<file path="config.mk">
export PLATFORM = sky130hd
export DESIGN_NAME = generation_best_and_mutation_rate
export DESIGN_NICKNAME = d
export VERILOG_FILES = /design/src/gbmr_pkg.sv /design/src/generation_best_and_mutation_rate.sv
export SDC_FILE = /design/constraint.sdc
export NUM_CORES = 1
export LEC_CHECK = 0
export BUFFER_PORTS_ARGS = -buffer_cell sky130_fd_sc_hd__buf_4
export CORE_ASPECT_RATIO = 0.6
export CORE_UTILIZATION = 64
export DETAILED_ROUTE_END_ITERATION = 10
export PLACE_DENSITY = 0.81
export SYNTH_ARGS = -nofsm -noshare
export SYNTH_HDL_FRONTEND = slang
export SYNTH_SLANG_ARGS = --single-unit
</file>
<file path="constraint.sdc">
create_clock -name clk -period 10.15 [get_ports clk]
set_clock_uncertainty 0.05 [all_clocks]
set_input_delay 0 -clock clk [delete_from_list [all_inputs] [get_ports clk]]
set_output_delay 0 -clock clk [all_outputs]
set_load 0.02 [all_outputs]
</file>
<file path="src/gbmr_pkg.sv">
// Shared widths, codes and constants of the generation best and mutation rate block.
package gbmr_pkg;

    localparam int LOSS_W  = 32;
    localparam int RATE_W  = 16;
    localparam int INDEX_W = 16;
    localparam int STAG_W  = 16;
    localparam int CFG_IDX_W  = 2;
    localparam int CFG_DATA_W = 32;

    // Configuration register indexes.
    localparam logic [CFG_IDX_W-1:0] CFG_THRESHOLD = 2'd0;
    localparam logic [CFG_IDX_W-1:0] CFG_MIN_RATE  = 2'd1;
    localparam logic [CFG_IDX_W-1:0] CFG_MAX_RATE  = 2'd2;

    // Reset values of the configuration registers.
    localparam logic [LOSS_W-1:0] THRESHOLD_RST = 32'd3277;   // about 0.05 in Q16.16
    localparam logic [RATE_W-1:0] MIN_RATE_RST  = 16'd524;    // about 0.008 in Q0.16
    localparam logic [RATE_W-1:0] MAX_RATE_RST  = 16'd9830;   // about 0.15 in Q0.16

    // Rate factors in Q1.16: 1.04 and 1 / 1.02.
    localparam int FACTOR_W = 17;
    localparam int PROD_W   = RATE_W + FACTOR_W;
    localparam logic [FACTOR_W-1:0] GROW_Q16  = 17'd68157;
    localparam logic [FACTOR_W-1:0] DECAY_Q16 = 17'd64251;
    localparam logic [PROD_W-1:0]   ROUND_HALF = 33'd32768;

    localparam logic [STAG_W-1:0] STAG_MAX = {STAG_W{1'b1}};

endpackage

</file>
<file path="src/generation_best_and_mutation_rate.sv">
// Top level: running argmin of a generation's losses and adaptive mutation rate update.
//
// Usage: the input channel (in_valid, in_stall, loss, loss_infinite, last) takes one
// individual's loss per word, in index order; the word with last set closes the
// generation. Only that closing word produces an output word (top_index, min_loss,
// top_infinite, new_best, mutation_rate, stagnation_count) on the output channel
// (out_valid, out_stall). All other words only update the running minimum.
//
// Throughput is one word per cycle while in_stall is low. Each accepted word lands in
// an input register; from there one compare against the running minimum, the best and
// stagnation compares and the rate multiply by the constant factors finish and, for a
// last word, fill the result register, from which the result is offered.
//
// When the receiver stalls, the result register holds its word. Words that are not
// last keep flowing meanwhile; a last word waits in the input register, and only then
// does in_stall rise. Configuration writes (cfg_valid, cfg_index, cfg_data) are always
// taken (cfg_ready is high) and are meant for idle periods. Reset clears the running
// minimum, the stored best and previous top to infinite, the rate to its reset floor
// and the stagnation count to zero; both channels come up empty.
module generation_best_and_mutation_rate
    import gbmr_pkg::*;
#(
    parameter int MAX_INDIVIDUALS = 1024
)
(
    input  logic                  clk,
    input  logic                  rst_n,
    // Configuration write channel
    input  logic                  cfg_valid,
    output logic                  cfg_ready,
    input  logic [CFG_IDX_W-1:0]  cfg_index,
    input  logic [CFG_DATA_W-1:0] cfg_data,
    // Input channel
    input  logic                  in_valid,
    output logic                  in_stall,
    input  logic [LOSS_W-1:0]     loss,
    input  logic                  loss_infinite,
    input  logic                  last,
    // Output channel
    output logic                  out_valid,
    input  logic                  out_stall,
    output logic [INDEX_W-1:0]    top_index,
    output logic [LOSS_W-1:0]     min_loss,
    output logic                  top_infinite,
    output logic                  new_best,
    output logic [RATE_W-1:0]     mutation_rate,
    output logic [STAG_W-1:0]     stagnation_count
);

    localparam int CNT_W = (MAX_INDIVIDUALS > 1) ? $clog2(MAX_INDIVIDUALS) : 1;
    localparam logic [CNT_W-1:0] CNT_LAST = CNT_W'(MAX_INDIVIDUALS - 1);

    // Configuration registers.
    logic [LOSS_W-1:0] threshold_reg;
    logic [RATE_W-1:0] min_rate_reg;
    logic [RATE_W-1:0] max_rate_reg;

    // Input stage.
    logic              s1_valid_reg, s1_valid_next;
    logic [LOSS_W-1:0] s1_loss_reg;
    logic              s1_inf_reg;
    logic              s1_last_reg;

    // Generation and history state.
    logic [LOSS_W-1:0] run_min_reg, run_min_next;
    logic              run_inf_reg, run_inf_next;
    logic [CNT_W-1:0]  run_idx_reg, run_idx_next;
    logic [CNT_W-1:0]  count_reg, count_next;
    logic [LOSS_W-1:0] best_reg, best_next;
    logic              best_inf_reg, best_inf_next;
    logic [LOSS_W-1:0] prev_reg, prev_next;
    logic              prev_inf_reg, prev_inf_next;
    logic [RATE_W-1:0] rate_reg, rate_next;
    logic [STAG_W-1:0] stag_reg, stag_next;

    // Result stage.
    logic               out_valid_reg, out_valid_next;
    logic [INDEX_W-1:0] out_index_reg;
    logic [LOSS_W-1:0]  out_loss_reg;
    logic               out_inf_reg;
    logic               out_best_reg;

    // Datapath signals.
    logic              advance;
    logic              finish;
    logic              in_accept;
    logic              take;
    logic [LOSS_W-1:0] cur_min;
    logic              cur_inf;
    logic [CNT_W-1:0]  cur_idx;
    logic              is_best;
    logic [LOSS_W-1:0] diff;
    logic              stagnant;
    logic [PROD_W-1:0] grow_prod;
    logic [PROD_W-1:0] decay_prod;
    logic [RATE_W:0]   grow_rate;
    logic [RATE_W-1:0] decay_rate;
    logic [RATE_W-1:0] grow_capped;
    logic [RATE_W-1:0] decay_floored;

    // ------------------------------------------------------------------
    // Handshake. The input register moves on unless it holds a last word
    // while the result register is full and stalled.
    // ------------------------------------------------------------------
    assign advance   = s1_valid_reg && !(s1_last_reg && out_valid_reg && out_stall);
    assign finish    = advance && s1_last_reg;
    assign in_stall  = s1_valid_reg && !advance;
    assign in_accept = in_valid && !in_stall;
    assign cfg_ready = 1'b1;

    always_comb
    begin
        s1_valid_next = s1_valid_reg;
        if (!in_stall)
        begin
            s1_valid_next = in_valid;
        end
    end

    always_comb
    begin
        out_valid_next = out_valid_reg && out_stall;
        if (finish)
        begin
            out_valid_next = 1'b1;
        end
    end

    // ------------------------------------------------------------------
    // Running minimum. Infinite words carry zero loss bits, so an infinite
    // value always reads as zero. Ties go to the later word.
    // ------------------------------------------------------------------
    assign take    = run_inf_reg || (!s1_inf_reg && (s1_loss_reg <= run_min_reg));
    assign cur_min = take ? s1_loss_reg : run_min_reg;
    assign cur_inf = take ? s1_inf_reg  : run_inf_reg;
    assign cur_idx = take ? count_reg   : run_idx_reg;

    // The generation's top against the stored best and the previous top.
    assign is_best  = best_inf_reg || (!cur_inf && (cur_min <= best_reg));
    assign diff     = (cur_min >= prev_reg) ? (cur_min - prev_reg) : (prev_reg - cur_min);
    assign stagnant = !cur_inf && !prev_inf_reg && (diff < threshold_reg);

    // Both rate candidates come from the stored rate alone, rounded to nearest.
    assign grow_prod  = PROD_W'(rate_reg) * PROD_W'(GROW_Q16) + ROUND_HALF;
    assign decay_prod = PROD_W'(rate_reg) * PROD_W'(DECAY_Q16) + ROUND_HALF;
    assign grow_rate  = grow_prod[PROD_W-1:RATE_W];
    assign decay_rate = decay_prod[RATE_W+RATE_W-1:RATE_W];

    assign grow_capped   = (grow_rate > {1'b0, max_rate_reg}) ? max_rate_reg
                                                              : grow_rate[RATE_W-1:0];
    assign decay_floored = (decay_rate < min_rate_reg) ? min_rate_reg : decay_rate;

    always_comb
    begin
        run_min_next  = run_min_reg;
        run_inf_next  = run_inf_reg;
        run_idx_next  = run_idx_reg;
        count_next    = count_reg;
        best_next     = best_reg;
        best_inf_next = best_inf_reg;
        prev_next     = prev_reg;
        prev_inf_next = prev_inf_reg;
        rate_next     = rate_reg;
        stag_next     = stag_reg;
        if (advance)
        begin
            if (s1_last_reg)
            begin
                // Close the generation and start the next one fresh.
                run_min_next  = '0;
                run_inf_next  = 1'b1;
                run_idx_next  = '0;
                count_next    = '0;
                prev_next     = cur_min;
                prev_inf_next = cur_inf;
                if (is_best)
                begin
                    best_next     = cur_min;
                    best_inf_next = cur_inf;
                end
                if (stagnant)
                begin
                    rate_next = grow_capped;
                    stag_next = (stag_reg == STAG_MAX) ? stag_reg : stag_reg + 1'b1;
                end
                else
                begin
                    rate_next = decay_floored;
                    stag_next = '0;
                end
            end
            else
            begin
                run_min_next = cur_min;
                run_inf_next = cur_inf;
                run_idx_next = cur_idx;
                count_next   = (count_reg < CNT_LAST) ? count_reg + 1'b1 : count_reg;
            end
        end
    end

    // ------------------------------------------------------------------
    // Control and state registers.
    // ------------------------------------------------------------------
    always_ff @(posedge clk or negedge rst_n)
    begin
        if (!rst_n)
        begin
            threshold_reg <= THRESHOLD_RST;
            min_rate_reg  <= MIN_RATE_RST;
            max_rate_reg  <= MAX_RATE_RST;
            s1_valid_reg  <= 1'b0;
            out_valid_reg <= 1'b0;
            run_min_reg   <= '0;
            run_inf_reg   <= 1'b1;
            run_idx_reg   <= '0;
            count_reg     <= '0;
            best_reg      <= '0;
            best_inf_reg  <= 1'b1;
            prev_reg      <= '0;
            prev_inf_reg  <= 1'b1;
            rate_reg      <= MIN_RATE_RST;
            stag_reg      <= '0;
        end
        else
        begin
            if (cfg_valid && cfg_ready)
            begin
                unique case (cfg_index)
                    CFG_THRESHOLD: threshold_reg <= cfg_data;
                    CFG_MIN_RATE:  min_rate_reg  <= cfg_data[RATE_W-1:0];
                    CFG_MAX_RATE:  max_rate_reg  <= cfg_data[RATE_W-1:0];
                    default:       ;
                endcase
            end
            s1_valid_reg  <= s1_valid_next;
            out_valid_reg <= out_valid_next;
            run_min_reg   <= run_min_next;
            run_inf_reg   <= run_inf_next;
            run_idx_reg   <= run_idx_next;
            count_reg     <= count_next;
            best_reg      <= best_next;
            best_inf_reg  <= best_inf_next;
            prev_reg      <= prev_next;
            prev_inf_reg  <= prev_inf_next;
            rate_reg      <= rate_next;
            stag_reg      <= stag_next;
        end
    end

    // Payload registers: the input word and the result word.
    always_ff @(posedge clk)
    begin
        if (in_accept)
        begin
            s1_loss_reg <= loss_infinite ? '0 : loss;
            s1_inf_reg  <= loss_infinite;
            s1_last_reg <= last;
        end
        if (finish)
        begin
            out_index_reg <= INDEX_W'(cur_idx);
            out_loss_reg  <= cur_min;
            out_inf_reg   <= cur_inf;
            out_best_reg  <= is_best;
        end
    end

    // The rate and stagnation count shown are the registers after the update.
    assign out_valid        = out_valid_reg;
    assign top_index        = out_index_reg;
    assign min_loss         = out_loss_reg;
    assign top_infinite     = out_inf_reg;
    assign new_best         = out_best_reg;
    assign mutation_rate    = rate_reg;
    assign stagnation_count = stag_reg;

endmodule

</file>
==> results.toml <==
[sta]
hold_viol = 0
setup_viol = 0
setup_tns_ps = 0
timing.final.crit_share_pct = 97.0
period_needed_ps = 9850
maxSlewHeadroom_pct = 12.4
tightest_slew_ps = 1310
final.setup.worst_slack_ps = 303
max_freq_mhz = 102
slew_violations = 0
rsz0062_at_grt = "false"

[finish]
seqCellArea_um2 = 7800
final_layout_size_suffix_gt1_share_pct = 13.8
fillers = 3024
multi_input_area_um2 = 18400
nets = 3763
num_antenna_cells = 0
fin_area_um2 = 32100
area_growth_pct = 13.5
postLayoutCoreUtil_pct = 73.9

[global_route]
grt_max_degree = 86
grt_pass1_wl_um = 131000
grt_use_met1_pct = 56.9
top_usage_layer = "met1"
antenna_found_initial = 0
grt_overflow_total = 0
grt_pass1_vias = 22900
met3_usage_pct = 14.2
grtUsageTotal_pct = 38.3
grt_use_met2_pct = 53.5

[detailed_routing]
routed_wl_um = 85500
first_pass_iters = 6
vias = 22800
remaining_drc_errors = 0
drtIter0Drc = 2382
viasPerCell = 6.24
wl_per_cell_um = 23.4
antenna_left = 0

[die]
fp-row-count = 59
dieArea_um2 = 45100
initial_core_util_pct = 65.0
die_x_um = 273
die_h_um = 165
core_um2 = 43500
ios = 158

[synthesis]
synth_top_area_share_pct = 19.6
async_reset_ff_share_pct = 73.6
yosys_warnings = 0
yosys.area.top_type = "ha_1"
postSynthAreaPerCell_um2 = 10.1
synth_common_cells = "480 x inv_1, 443 x ha_1, 194 x dfrtp_1"
yosysUniqueCellTypes = 80
synthCells = 2812
synth_edf_count = 78
yosysSeqAreaShare_pct = 27.6
synthTopCellsByArea = "ha_1 20%, dfrtp_1 17%, fa_1 13%, edfxtp_1 8.3%, inv_1 6.4%"
ys_ff_latch = 295
synth_ff_type = "dfrtp_1"
netlist_area_um2 = 28300
synth.most_common_cell = "inv_1"

[setup_path]
startpoint_type = "flip-flop"
critPathMaxStageDelay_ps = 570
worstPathArrival_ps = 10230
critPathRequiredTime_ps = 10530
crit_fanout = 61
reg2reg_from = "s1_loss_reg[29]"
crit_type = "flip-flop to flip-flop"
endpoint_kind = "flip-flop"
slowest_stage = "or3b_1"
worst-r2r-setup-slack_ps = 300
r2r-end = "stagnation_count[5]"
reg2regPathDepth = 29

[placement]
place.gp.congestion = 0.999
dpl.hpwl_um = 64800
placed_cell_area_um2 = 30100
place_ws_ps = 64.3
portBuffers = 150

[cts]
clock-sinks = 295
path_clk_slew_ps = 70
clk_latency_ps = 590
cts.htree.levels = 1
cts_buffer_depth = 3
cts_tree = "done"
root_buffer = "clkbuf_16"
cts_made_buffers = 28

[hold_path]
min_path_cells = 5
holdPathEnd = "threshold_reg[2]"
min_from = "cfg_index[0]"
hp-class = "primary input to flip-flop"

[status]
status = "finished clean"

[run]
drv_cap = 0
## cell families after synthesis
group	synth area share, %
compound gates	14.0
buf+inv	7.71
mux	7.21
fa+ha+maj	32.9
other cells	0.0266
simple gates	8.70
xor+xnor	1.89
flops	27.6
## layer usage
layer	wire length, um	vias to the layer above	part of all wire, %
met4	1360	0	1.6
met1	38200	11300	45
li1	-	10200	-
met3	11200	124	13
met5	0	-	0
met2	34800	1175	41
## how the worst max path moves through the flow
stage | start | endpoint | slack, ps | cells after the start
global placement | s1_loss_reg[29] | mutation_rate[15] | 400 | 30
CTS | s1_loss_reg[29] | stagnation_count[8] | 400 | 29
floorplan | mutation_rate[8] | mutation_rate[9] | 2090 | 29
finish | s1_loss_reg[29] | stagnation_count[5] | 300 | 29
global route | s1_loss_reg[29] | stagnation_count[8] | 30 | 29
detailed placement | s1_loss_reg[29] | stagnation_count[5] | 60 | 30
## cell type report
type                       count  area share (%)
clock buffer                  40            2.45
clock inverter                12           0.316
inverter                     480            5.62
multi-input combinational   1960            57.3
sequential                   295            24.3
tap                          579            2.26
timing repair buffer         294            7.81
## what timing repair did
item                                    in CTS  in global routing
endpoints found under the setup margin       2                 32
resized for setup                            0                  4
pin swaps                                    1                  0
hold buffers                               105                  0
gates cloned                                 1                  0
endpoints found under the hold margin      168                  0
buffers inserted                             1                  0
## worst max-delay path: cells and delay by family, from the launching register on
kind,cells,cell delay [ps]
fa+ha+maj,3,1090
buf+inv,3,830
simple gates,5,1990
compound gates,15,3950
mux,2,1010
flops,1,470
xor+xnor,1,270
## through the flow
stage          instances  hold slack [ps]
2_1_floorplan       2817             -346
3_3_place_gp        3501            -48.3
3_5_place_dp        3501            -48.7
4_1_cts             3660             5.44
5_1_grt             3660             94.3
6_report            3660             32.0
## cell usage in the layout (no fill, tap or decap), drive strengths merged, types with 8 or more instances in the layout
cell | Yosys | final
a2111oi | 8 | 8
a211oi | 34 | 34
a21o | 56 | 56
a21oi | 130 | 130
a22o | 33 | 33
a311o | 11 | 11
a31oi | 19 | 19
and2 | 17 | 17
and3 | 21 | 21
buf | 26 | 190
clkbuf | 57 | 40
dfrtp | 194 | 194
dfstp | 23 | 23
dlygate4sd3 | 0 | 104
edfxtp | 78 | 78
fa | 188 | 188
ha | 443 | 443
inv | 480 | 482
mux2 | 148 | 148
mux2i | 27 | 27
nand2 | 134 | 134
nand2b | 16 | 16
nand3 | 27 | 27
nand4 | 48 | 48
nor2 | 100 | 100
nor2b | 46 | 46
nor3 | 35 | 35
nor4b | 10 | 10
o211ai | 16 | 16
o21a | 21 | 21
o21ai | 155 | 155
o21bai | 26 | 26
o221ai | 12 | 13
o31ai | 12 | 12
or2 | 9 | 9
xnor2 | 36 | 36
xor2 | 25 | 25
Power is not shown: default switching activity piles up to over one toggle a cycle in this logic, so the estimate is an artifact.
